===== config.mk =====
export PLATFORM = sky130hd
export DESIGN_NAME = socks_address_port_parser_unit
export DESIGN_NICKNAME = d
export VERILOG_FILES = /design/src/design/sapp_pkg.sv /design/src/design/socks_address_port_parser_unit.sv /design/src/design/sapp_front.sv /design/src/design/sapp_queue.sv /design/src/design/sapp_back.sv
export SDC_FILE = /design/constraint.sdc
export NUM_CORES = 1
export LEC_CHECK = 0
export ABC_AREA = 1
export BUFFER_PORTS_ARGS = -buffer_cell sky130_fd_sc_hd__buf_2
export CAP_MARGIN = 30
export CORE_ASPECT_RATIO = 1.1
export CORE_MARGIN = 1.5
export CORE_UTILIZATION = 50
export CTS_BUF_LIST = sky130_fd_sc_hd__clkbuf_2
export DETAILED_ROUTE_END_ITERATION = 8
export PLACE_DENSITY = 0.64
export SLEW_MARGIN = 20
export SYNTH_ARGS = -nofsm -noshare
export SYNTH_HDL_FRONTEND = slang
export SYNTH_SLANG_ARGS = --single-unit

===== constraint.sdc =====
create_clock -name clock -period 3.7 [get_ports clock]
set_input_delay 0.555 -clock clock [delete_from_list [all_inputs] [get_ports clock]]
set_output_delay 0.555 -clock clock [all_outputs]
set_load 0.01 [all_outputs]

===== src/design/sapp_pkg.sv =====
// Shared types and constants for the SOCKS address and port parser.
package sapp_pkg;

   // Address-type codes as they appear on the wire
   localparam logic [7:0] TYPE_CODE_IPV4   = 8'd1;
   localparam logic [7:0] TYPE_CODE_DOMAIN = 8'd3;
   localparam logic [7:0] TYPE_CODE_IPV6   = 8'd4;

   // Address lengths for the fixed-size types
   localparam logic [7:0] IPV4_ADDR_LEN = 8'd4;
   localparam logic [7:0] IPV6_ADDR_LEN = 8'd16;

   // Longest header: type, length byte, 255 name bytes, two port bytes
   localparam logic [8:0] MAX_HEADER_LEN = 9'd259;

   // Default depth of the queue between parser and result stage
   localparam int QUEUE_DEPTH = 4;

   typedef enum logic [1:0] {
      ST_SUCCESS     = 2'd0,
      ST_BAD         = 2'd1,
      ST_UNSUPPORTED = 2'd2
   } status_type;

   typedef enum logic [1:0] {
      ATYPE_IPV4   = 2'd0,
      ATYPE_DOMAIN = 2'd1,
      ATYPE_IPV6   = 2'd2
   } atype_type;

   typedef enum logic [2:0] {
      PH_TYPE    = 3'd0,
      PH_DLEN    = 3'd1,
      PH_ADDR    = 3'd2,
      PH_PORT_HI = 3'd3,
      PH_PORT_LO = 3'd4,
      PH_DONE    = 3'd5
   } phase_type;

   // Work for the result stage: up to one address byte, then up to one summary
   typedef struct packed {
      logic       has_byte;
      logic [7:0] addr_byte;
      logic       has_summary;
      logic [1:0] status;
      logic [1:0] atype;
      logic [7:0] dlen;
      logic [15:0] port;
      logic [8:0] hlen;
   } cmd_type;

endpackage


===== src/design/socks_address_port_parser_unit.sv =====
// Top level of the SOCKS address and port parser.
//
//  channel  | dir | handshake                | payload
//  ---------+-----+--------------------------+---------------------------------------
//  req      | in  | req_tvalid / req_tready  | tdata: data_byte; tlast: last;
//           |     |                          | tuser: empty_buffer
//  rsp      | out | rsp_tvalid / rsp_tready  | tdata: address/summary fields;
//           |     |                          | tlast: end_of_run; tuser: kind
//
// One request transaction per cycle while the queue is not full; the parser updates its state in the cycle
// the byte is accepted. A byte that yields both an address byte and a summary
// costs the result stage two transactions; the work queue (QueueDepth entries) absorbs that.
// A request's work passes through the queue and then the output register before its response.
// Synchronous active-high reset returns the parser to the type byte and empties the queue.
// Either side may stall independently; req_tready drops only when the queue is full.
module socks_address_port_parser_unit
   import sapp_pkg::*;
#(
   parameter int QueueDepth = QUEUE_DEPTH
)
(
   input  logic        clock,
   input  logic        reset,
   input  logic        req_tvalid,
   output logic        req_tready,
   input  logic [7:0]  req_tdata,   // [7:0] data_byte
   input  logic        req_tlast,
   input  logic        req_tuser,   // [0] empty_buffer
   output logic        rsp_tvalid,
   input  logic        rsp_tready,
   // [7:0] address_byte, [9:8] status, [11:10] address_type,
   // [19:12] domain_length, [35:20] port, [44:36] header_length, [47:45] zero
   output logic [47:0] rsp_tdata,
   output logic        rsp_tlast,   // end_of_run
   output logic        rsp_tuser    // [0] kind
);

   cmd_type     push_cmd;
   cmd_type     pop_cmd;
   logic        q_push, q_full, q_pop, q_not_empty;
   logic [7:0]  addr_byte;
   logic [1:0]  status;
   logic [1:0]  atype;
   logic [7:0]  dlen;
   logic [15:0] port;
   logic [8:0]  hlen;

   // Front: parses accepted bytes and queues the result work they yield
   sapp_front u_front (
      .clock      (clock),
      .reset      (reset),
      .req_tvalid (req_tvalid),
      .req_tready (req_tready),
      .req_tdata  (req_tdata),
      .req_tlast  (req_tlast),
      .req_tuser  (req_tuser),
      .q_full     (q_full),
      .q_push     (q_push),
      .q_cmd      (push_cmd)
   );

   sapp_queue #(
      .Depth (QueueDepth)
   ) u_queue (
      .clock     (clock),
      .reset     (reset),
      .push      (q_push),
      .push_cmd  (push_cmd),
      .full      (q_full),
      .pop       (q_pop),
      .not_empty (q_not_empty),
      .pop_cmd   (pop_cmd)
   );

   // Back: emits address byte and/or summary transactions
   sapp_back u_back (
      .clock         (clock),
      .reset         (reset),
      .q_not_empty   (q_not_empty),
      .q_cmd         (pop_cmd),
      .q_pop         (q_pop),
      .rsp_tvalid    (rsp_tvalid),
      .rsp_tready    (rsp_tready),
      .rsp_kind      (rsp_tuser),
      .rsp_addr_byte (addr_byte),
      .rsp_status    (status),
      .rsp_atype     (atype),
      .rsp_dlen      (dlen),
      .rsp_port      (port),
      .rsp_hlen      (hlen),
      .rsp_last      (rsp_tlast)
   );

   assign rsp_tdata = {3'b000, hlen, port, dlen, atype, status, addr_byte};

endmodule


===== src/design/sapp_front.sv =====
// Parser front end: accepts buffer bytes and turns them into result work.
module sapp_front
   import sapp_pkg::*;
(
   input  logic       clock,
   input  logic       reset,
   input  logic       req_tvalid,
   output logic       req_tready,
   input  logic [7:0] req_tdata,
   input  logic       req_tlast,
   input  logic       req_tuser,
   input  logic       q_full,
   output logic       q_push,
   output cmd_type    q_cmd
);

   phase_type   phase_ff, phase_in;
   logic [1:0]  type_ff, type_in;
   logic [7:0]  remain_ff, remain_in;
   logic [7:0]  dlen_ff, dlen_in;
   logic [7:0]  port_hi_ff, port_hi_in;
   logic [8:0]  count_ff, count_in;

   logic        fire;
   logic        ends;
   logic [7:0]  remain_dec;
   logic [8:0]  count_inc;

   assign req_tready = !q_full;
   assign fire       = req_tvalid && req_tready;
   assign ends       = req_tlast || req_tuser;
   assign remain_dec = remain_ff - 8'd1;
   assign count_inc  = count_ff + 9'd1;

   always_ff @(posedge clock) begin
      if (reset) begin
         phase_ff   <= PH_TYPE;
         type_ff    <= '0;
         remain_ff  <= '0;
         dlen_ff    <= '0;
         port_hi_ff <= '0;
         count_ff   <= '0;
      end else begin
         phase_ff   <= phase_in;
         type_ff    <= type_in;
         remain_ff  <= remain_in;
         dlen_ff    <= dlen_in;
         port_hi_ff <= port_hi_in;
         count_ff   <= count_in;
      end
   end

   always_comb begin
      phase_in   = phase_ff;
      type_in    = type_ff;
      remain_in  = remain_ff;
      dlen_in    = dlen_ff;
      port_hi_in = port_hi_ff;
      count_in   = count_ff;
      q_cmd      = '0;

      if (fire && !req_tuser) begin
         unique case (phase_ff)
            PH_TYPE: begin
               count_in  = 9'd1;
               dlen_in   = '0;
               remain_in = '0;
               priority if (req_tdata == TYPE_CODE_IPV4) begin
                  type_in   = ATYPE_IPV4;
                  remain_in = IPV4_ADDR_LEN;
                  phase_in  = PH_ADDR;
               end else if (req_tdata == TYPE_CODE_DOMAIN) begin
                  type_in  = ATYPE_DOMAIN;
                  phase_in = PH_DLEN;
               end else if (req_tdata == TYPE_CODE_IPV6) begin
                  type_in   = ATYPE_IPV6;
                  remain_in = IPV6_ADDR_LEN;
                  phase_in  = PH_ADDR;
               end else begin
                  q_cmd.has_summary = 1'b1;
                  q_cmd.status      = ST_UNSUPPORTED;
                  phase_in          = PH_DONE;
               end
            end
            PH_DLEN: begin
               dlen_in   = req_tdata;
               remain_in = req_tdata;
               count_in  = count_inc;
               phase_in  = (req_tdata != 8'd0) ? PH_ADDR : PH_PORT_HI;
            end
            PH_ADDR: begin
               q_cmd.has_byte  = 1'b1;
               q_cmd.addr_byte = req_tdata;
               count_in        = count_inc;
               remain_in       = remain_dec;
               if (remain_dec == 8'd0) begin
                  phase_in = PH_PORT_HI;
               end
            end
            PH_PORT_HI: begin
               port_hi_in = req_tdata;
               count_in   = count_inc;
               phase_in   = PH_PORT_LO;
            end
            PH_PORT_LO: begin
               count_in          = count_inc;
               q_cmd.has_summary = 1'b1;
               q_cmd.status      = ST_SUCCESS;
               q_cmd.atype       = type_ff;
               q_cmd.dlen        = (type_ff == ATYPE_DOMAIN) ? dlen_ff : 8'd0;
               q_cmd.port        = {port_hi_ff, req_tdata};
               q_cmd.hlen        = count_inc;
               phase_in          = PH_DONE;
            end
            default: begin
               // trailing bytes after the header: nothing to do
            end
         endcase
      end

      // End of buffer: short header is a bad message, then rearm
      if (fire && ends) begin
         if (phase_in != PH_DONE) begin
            q_cmd.has_summary = 1'b1;
            q_cmd.status      = ST_BAD;
         end
         phase_in   = PH_TYPE;
         type_in    = '0;
         remain_in  = '0;
         dlen_in    = '0;
         port_hi_in = '0;
         count_in   = '0;
      end
   end

   assign q_push = fire && (q_cmd.has_byte || q_cmd.has_summary);

   a_addr_remaining: assert property (@(posedge clock) disable iff (reset)
      phase_ff == PH_ADDR |-> remain_ff != 8'd0)
      else $error("address phase with nothing left to read");

   a_rearm: assert property (@(posedge clock) disable iff (reset)
      fire && ends |=> phase_ff == PH_TYPE && count_ff == 9'd0)
      else $error("parser did not rearm at end of buffer");

   a_count_bound: assert property (@(posedge clock) disable iff (reset)
      count_ff <= MAX_HEADER_LEN)
      else $error("header byte count out of range");

endmodule


===== src/design/sapp_queue.sv =====
// Small queue of result work between the parser and the result stage.
module sapp_queue
   import sapp_pkg::*;
#(
   parameter int Depth = QUEUE_DEPTH
)
(
   input  logic    clock,
   input  logic    reset,
   input  logic    push,
   input  cmd_type push_cmd,
   output logic    full,
   input  logic    pop,
   output logic    not_empty,
   output cmd_type pop_cmd
);

   localparam int PtrW = (Depth > 1) ? $clog2(Depth) : 1;
   localparam int CntW = $clog2(Depth + 1);
   localparam logic [PtrW-1:0] LastPtr = PtrW'(Depth - 1);
   localparam logic [CntW-1:0] DepthCnt = CntW'(Depth);

   cmd_type         mem_ff [Depth];
   logic [PtrW-1:0] wr_ptr_ff, wr_ptr_in;
   logic [PtrW-1:0] rd_ptr_ff, rd_ptr_in;
   logic [CntW-1:0] count_ff, count_in;
   logic            do_push, do_pop;

   assign full      = (count_ff == DepthCnt);
   assign not_empty = (count_ff != '0);
   assign do_push   = push && !full;
   assign do_pop    = pop && not_empty;
   assign pop_cmd   = mem_ff[rd_ptr_ff];

   always_comb begin
      wr_ptr_in = wr_ptr_ff;
      rd_ptr_in = rd_ptr_ff;
      count_in  = count_ff;
      if (do_push) begin
         wr_ptr_in = (wr_ptr_ff == LastPtr) ? '0 : wr_ptr_ff + PtrW'(1);
      end
      if (do_pop) begin
         rd_ptr_in = (rd_ptr_ff == LastPtr) ? '0 : rd_ptr_ff + PtrW'(1);
      end
      unique case ({do_push, do_pop})
         2'b10:   count_in = count_ff + CntW'(1);
         2'b01:   count_in = count_ff - CntW'(1);
         default: count_in = count_ff;
      endcase
   end

   always_ff @(posedge clock) begin
      if (reset) begin
         wr_ptr_ff <= '0;
         rd_ptr_ff <= '0;
         count_ff  <= '0;
      end else begin
         wr_ptr_ff <= wr_ptr_in;
         rd_ptr_ff <= rd_ptr_in;
         count_ff  <= count_in;
      end
   end

   always_ff @(posedge clock) begin
      if (do_push) begin
         mem_ff[wr_ptr_ff] <= push_cmd;
      end
   end

   a_no_overflow: assert property (@(posedge clock) disable iff (reset)
      count_ff <= DepthCnt)
      else $error("queue occupancy beyond depth");

endmodule


===== src/design/sapp_back.sv =====
// Result stage: plays out each queued work entry as one or two transactions.
module sapp_back
   import sapp_pkg::*;
(
   input  logic        clock,
   input  logic        reset,
   input  logic        q_not_empty,
   input  cmd_type     q_cmd,
   output logic        q_pop,
   output logic        rsp_tvalid,
   input  logic        rsp_tready,
   output logic        rsp_kind,
   output logic [7:0]  rsp_addr_byte,
   output logic [1:0]  rsp_status,
   output logic [1:0]  rsp_atype,
   output logic [7:0]  rsp_dlen,
   output logic [15:0] rsp_port,
   output logic [8:0]  rsp_hlen,
   output logic        rsp_last
);

   logic    valid_ff, valid_in;
   cmd_type cur_ff, cur_in;
   logic    fire;
   logic    finishing;

   assign fire      = valid_ff && rsp_tready;
   // Entry is finished once its final transaction goes out
   assign finishing = fire && !(cur_ff.has_byte && cur_ff.has_summary);
   assign q_pop     = q_not_empty && (!valid_ff || finishing);

   always_comb begin
      valid_in = valid_ff;
      cur_in   = cur_ff;
      priority if (q_pop) begin
         valid_in = 1'b1;
         cur_in   = q_cmd;
      end else if (finishing) begin
         valid_in = 1'b0;
      end else if (fire) begin
         cur_in.has_byte = 1'b0;   // byte sent, summary still owed
      end else begin
         // idle or stalled: hold
      end
   end

   always_ff @(posedge clock) begin
      if (reset) begin
         valid_ff <= 1'b0;
      end else begin
         valid_ff <= valid_in;
      end
   end

   always_ff @(posedge clock) begin
      cur_ff <= cur_in;
   end

   assign rsp_tvalid    = valid_ff;
   assign rsp_kind      = !cur_ff.has_byte;
   assign rsp_addr_byte = cur_ff.has_byte ? cur_ff.addr_byte : 8'd0;
   assign rsp_status    = cur_ff.has_byte ? 2'd0 : cur_ff.status;
   assign rsp_atype     = cur_ff.has_byte ? 2'd0 : cur_ff.atype;
   assign rsp_dlen      = cur_ff.has_byte ? 8'd0 : cur_ff.dlen;
   assign rsp_port      = cur_ff.has_byte ? 16'd0 : cur_ff.port;
   assign rsp_hlen      = cur_ff.has_byte ? 9'd0 : cur_ff.hlen;
   assign rsp_last      = !(cur_ff.has_byte && cur_ff.has_summary);

   a_entry_nonempty: assert property (@(posedge clock) disable iff (reset)
      valid_ff |-> (cur_ff.has_byte || cur_ff.has_summary))
      else $error("held entry owes no transaction");

endmodule

== Yosys cells after proc, flatten, opt, wreduce, memory -nomap -nowiden ==
Memories as Yosys holds them, arrays and structs flattened. A register that Yosys moved wholly into a read port is not among the register bits.
Cells that the tools add are included.
Storage, ports and cells
  register bits after elaboration: 93
  RAM bits: 188
  input bits: 14
  word-level logic and storage cells: 121
  memories: 1
Cells by class
  add/subtract/negate cells: 6
  equal/unequal tests: 15
  mux-type cells: 44
  reductions and logical operators: 37
Memories
  u_queue.mem_ff: words 4, width 47, read ports 1, clocked after memory_dff 1, write ports 1, RTL line sapp_queue.sv:23  | cmd_type mem_ff [Depth];
Operator list (count)
  47-bit two-way mux: 1
  8-bit two-way mux: 5
  35-bit two-way mux: 1
  3-bit two-way mux: 10
  8-bit case mux with 3 select lines: 1
  2-bit two-way mux: 9
  9-bit two-way mux: 2
  9-bit case mux with 2 select lines: 1
  16-bit two-way mux: 1
  8-bit case mux with 2 select lines: 1
  3-bit case mux with 5 select lines: 1
  3-bit case mux with 2 select lines: 2
  1-bit logical AND: 10
  2-bit AND reduction: 5
  2-bit nonzero test: 5
  9-bit by 1-bit adder with 9-bit output (second input constant): 1
  3-bit nonzero test: 3
  8-bit by 1-bit == test with 1-bit output (second input constant): 1
  8-bit by 2-bit == test with 1-bit output (second input constant): 1
  8-bit by 3-bit == test with 1-bit output (second input constant): 1
  8-bit zero test: 1
  1-bit two-way mux: 8
  8-bit nonzero test: 1
  8-bit by 1-bit subtractor with 8-bit output (second input constant): 1
  17 further kinds: 29

== Longest topological paths before layout ==
  depth after elaboration: 14
  depth in mapped cells: 21
  mapped depth without buffers: 21

== By module ==
A second synthesis with hierarchy kept.
Second synthesis, totals
  cell total of the unflattened synthesis: 1030
  area, all modules: 11999.0 um^2
Modules (own cells, without submodules)
  sapp_queue: times used 1, cells each 526, area an instance 7881.3 um^2
  sapp_front: times used 1, cells each 345, area an instance 2223.4 um^2
  sapp_back: times used 1, cells each 155, area an instance 1868.0 um^2
  socks_address_port_parser_unit: times used 1, cells each 4, area an instance 26.3 um^2

== Worst setup path before layout ==
No wires, ideal clock.
  kind: input to register
  start: input port rsp_tready
  end: register u_queue.count_ff[2]
  library setup time: 0.122 ns
  arrival time: 2.955 ns
  required time: 3.578 ns
  slack: 0.623 ns
  stages on the path: 11
  path buffers: 0
  path through: nand2_1 > nand2_1 > nand2_1 > inv_1 > ha_1 > inv_1 > fa_1 > a21oi_1 > o21ai_0 > o21ai_0 > a21oi_1
On the way
  cells in the longest elaborated chain, start to end: 7
  elaborated cells between the ends (all ways): 9
  classes of those cells: eq/ne (2); mux (1); reduce/logical (6)
Ends and longest elaborated chain
  from (decl): RTL line socks_address_port_parser_unit.sv:30  | input logic rsp_tready,
  1-bit logical AND *: RTL line sapp_back.sv:27  | assign fire = valid_ff && rsp_tready;
  1-bit logical AND *: RTL line sapp_back.sv:29  | assign finishing = fire && !(cur_ff.has_byte && cur_ff.has_summary);
  1-bit logical OR *: RTL line sapp_back.sv:30  | assign q_pop = q_not_empty && (!valid_ff || finishing);
  1-bit logical AND *: RTL line sapp_back.sv:30
  via q_pop: RTL line socks_address_port_parser_unit.sv:40  | logic q_push, q_full, q_pop, q_not_empty;
  1-bit logical AND *: RTL line sapp_queue.sv:32  | assign do_pop = pop && not_empty;
  2-bit by 1-bit == test with 1-bit output / 2-bit == test (equally long branches): RTL line sapp_queue.sv:45  | unique case ({do_push, do_pop})
  3-bit case mux with 2 select lines / 2-bit nonzero test (equally long branches)
  to (signal assigned): RTL line sapp_queue.sv:60  | count_ff <= count_in;
  to (decl): RTL line sapp_queue.sv:26  | logic [CntW-1:0] count_ff, count_in;
Mark *: on every way through the listed nets, which the timed path passes. The rest lies on a longest branch.
A chain may end at the register's enable or synchronous reset.

== Worst setup path in the final report ==
  start: register u_front.remain_ff[0]
  end: register u_queue.count_ff[2]
On the way
  cells in the longest elaborated chain, start to end: 13
  elaborated cells between the ends (all ways): 15
  classes of those cells: add/sub (1); eq/ne (3); mux (6); reduce/logical (5)
Ends and longest elaborated chain
  from (decl): RTL line sapp_front.sv:19  | logic [7:0] remain_ff, remain_in;
  from (signal assigned): RTL line sapp_front.sv:46  | remain_ff <= remain_in;
  8-bit by 1-bit subtractor with 8-bit output *: RTL line sapp_front.sv:32  | assign remain_dec = remain_ff - 8'd1;
  8-bit zero test *: RTL line sapp_front.sv:96  | if (remain_dec == 8'd0) begin
  3-bit two-way mux *: RTL line sapp_front.sv:96
  3-bit case mux with 5 select lines *: RTL line sapp_front.sv:63  | unique case (phase_ff)
  3-bit two-way mux *: RTL line sapp_front.sv:62  | if (fire && !req_tuser) begin
  3-bit != test *: RTL line sapp_front.sv:123  | if (phase_in != PH_DONE) begin
  3-bit two-way mux *: RTL line sapp_front.sv:123
  3-bit two-way mux *: RTL line sapp_front.sv:122  | if (fire && ends) begin
  1-bit logical OR *: RTL line sapp_front.sv:136  | assign q_push = fire && (q_cmd.has_byte || q_cmd.has_summary);
  1-bit logical AND *: RTL line sapp_front.sv:136
  1-bit logical AND *: RTL line sapp_queue.sv:31  | assign do_push = push && !full;
  2-bit by 1-bit == test with 1-bit output / 2-bit == test (equally long branches): RTL line sapp_queue.sv:45
  3-bit case mux with 2 select lines / 2-bit nonzero test (equally long branches)
Mark *: on every way between the ends. The rest lies on a longest branch, timed or not.

==> impl_metrics.toml <==
[status]
status = "completed"

[final_layout]
final_common_cell = "edfxtp_1"
stdcell_count = 1471
synthToLayoutAreaGrowth_pct = 11.54
fin_util = 0.5659
drive_gt1_frac = 0.1891
n_fill_cell = 1983
layout_common_cells = "235 x edfxtp_1, 208 x nor2_1, 118 x o21ai_0"
nNetsFinal = 1139

[timing]
max_slew.worst_pin.slew_ns = 0.9667
fin_crit_sh = 0.7960
grt_setup_unrepaired = "false"
worst_slack_ns = 0.7550
clock_skew_ns = 0.05437
finalSetupViolations = 0
hold_violations = 0
timing.final.crit_period_ns = 2.945
setup-tns-final_ns = 0
slew_headroom = 0.3555
maxSlewViolCount = 0
max_clock_freq_mhz = 339.6

[critical_path]
crit_fanout = 9
path_class = "register to register"
cp-start-kind = "register"
critPathRequiredTime_ns = 4.33
end_kind = "register"
cp.arrival_ns = 3.58

[clock_tree]
insertion_delay_ns = 0.78
cts_num_sinks = 283
cts_buffer_depth = 3
clk_pin_slew_ns = 0.10
cts_root_buf = "clkbuf_2"
ctsResizeCount = 0
cts_tree = "yes"
cts_inserted_buffers = 69
h-tree-depth = 3

[route]
drtIter0Drc = 539
avgRoutedWirePerCell_um = 15.89
dr.pass1.iters = 5
drc_errors = 0
drt-total-wl_um = 23380
drt-vias-per-instance = 5.134
drtAntennaViolNets = 0
vias = 7552

[logic_synthesis]
yosysSeqAreaShare = 0.6957
syn_area_mm2 = 0.01152
yosys.cell_types.count = 43
yosysTopAreaCellShare = 0.6123
syn-instance-count = 1014
synth.avg_cell_area_um2 = 11.37
ys_top_cells_by_area = "edfxtp_1 61%, dfxtp_1 8.3%, nor2_1 6.8%"
ys_warn_count = 0
synth_seq_cells = 283
synth.largest_area_cell = "edfxtp_1"

[global_routing]
grt_pass1_vias = 7409
grt_pass1_wl_um = 36990
grt_overflow = 0
antenna_found_initial = 1
grt_max_degree = 95
grt.total_usage = 0.2007

[floorplan]
io-pin-count = 66
dieArea_mm2 = 0.02397
die_y_um = 162.2
num_rows = 58
dieWidth_um = 147.8
start_util = 0.5074
core_area_mm2 = 0.02271

[place]
hpwl_um = 13480
post-place-cells = 1343
globalplace.congestion = 0.9414
io_buffers = 62
dp_slack_ns = 0.5847

[job]
drv_cap = 0

[power_and_ir_drop]
power_density_mw_per_mm2 = 703.6
p_leak_uw = 0.004989
vdd_drop_max_mv = 0.6512

[hold_path]
hold_path_class = "primary input to register"
[registers in the layout, summed over array words and instances (netlist names), named ones only]
| signal | cells |
|---|---|
| u_queue.count_ff | 3 |
| u_front.type_ff | 2 |
| u_back.cur_ff | 47 |
| u_queue.rd_ptr_ff | 2 |
| u_queue.mem_ff | 188 |
| u_front.count_ff | 9 |
| u_front.dlen_ff | 8 |
| u_queue.wr_ptr_ff | 2 |
| u_front.phase_ff | 3 |
| u_front.port_hi_ff | 8 |
| u_back.rsp_tvalid | 1 |
| u_front.remain_ff | 8 |
[layer usage]
metal	global-route usage	up-vias	part of all wire
li1	-	3744	-
met1	0.2487	3556	0.44
met5	0	-	0
met3	0.04185	30	0.057
met4	0.08273	0	0.016
met2	0.3428	222	0.49
[power by group]
part           switching, µW  internal [µW]
clock                   1170            956
sequential               174           4270
combinational           1720            754
total                   3070           5980
[logic make-up after synthesis]
group                    after synthesis  share of synthesized area
XOR/XNOR                               8                   0.006080
adder cells (fa/ha/maj)               10                    0.01151
flip-flops                           283                     0.6957
AO/OA/AOI/OAI                        219                     0.1085
AND/OR/NAND/NOR                      329                     0.1228
other                                  1                  0.0003254
buffers and inverters                164                    0.05515
[cell type report]
type / count / area, µm² / area share
Clock buffer: 104 / 520.5 / 0.04049
Inverter: 118 / 444.2 / 0.03455
Tap cell: 300 / 375.4 / 0.02920
Sequential cell: 283 / 8019 / 0.6238
Timing Repair Buffer: 74 / 452.9 / 0.03523
Clock inverter: 21 / 158.9 / 0.01236
Antenna cell: 2 / 5.005 / 0.0003893
Multi-Input combinational cell: 569 / 2879 / 0.2240
[critical path: stages (launching register included)]
cell     delay, ns
dfxtp_1       0.34
inv_1         0.13
ha_1          0.20
nand2_1       0.10
nor2_1        0.14
nand2_1       0.06
nand2_1       0.06
nand2_1       0.06
nor2_1        0.10
nand3_1       0.11
nand2_2       0.10
nand3_2       0.06
nand2_2       0.10
nand3_4       0.12
inv_1         0.08
ha_1          0.14
inv_1         0.07
fa_1          0.43
a21oi_1       0.14
o21ai_0       0.11
o21ai_0       0.16
a21oi_1       0.05
[cell usage after synthesis (all sizes together)]
cell,number
nor3,2
fa,1
o211ai,1
nand3b,4
o22ai,49
conb,1
o21ai,122
inv,117
a211oi,2
buf,6
edfxtp,235
clkbuf,40
or2,1
xnor2,1
nor2,214
nand2,77
a2111oi,1
dfxtp,48
a31oi,1
a2bb2oi,4
a21oi,31
nand3,18
o211a,4
a221oi,1
clkinv,1
a22oi,3
xor2,7
ha,9
nor3b,8
nand4,5
[path summary, 6_finish.rpt]
check,start,to,cells after the start,slack (ns)
max,u_front.remain_ff[0],u_queue.count_ff[2],21,0.75
min,req_tdata[2],u_front.port_hi_ff[2],3,0.12
max reg2reg,u_front.remain_ff[0],u_queue.count_ff[2],21,0.75
min reg2reg,u_front.dlen_ff[1],u_front.dlen_ff[1],2,0.46
[per-stage QoR]
step / total power, µW / hold slack, ns / instance area, µm²
6_report: 9044 / 0.1204 / 12850
5_1_grt: 9663 / 0.01986 / 12850
4_1_cts: 9173 / 0.02191 / 12850
3_5_place_dp: 7037 / 0.4510 / 12160
3_3_place_gp: 6988 / 0.4489 / 12160
2_1_floorplan: 6139 / 0.4361 / 11530
[what timing repair did]
action / 4_1_cts / 5_1_grt
hold buffers: 1 / 0
hold endpoints to repair: 1 / 0
setup endpoints to repair: 0 / 0
setup buffers: 0 / 0
Power figures use the tool's default switching activity.
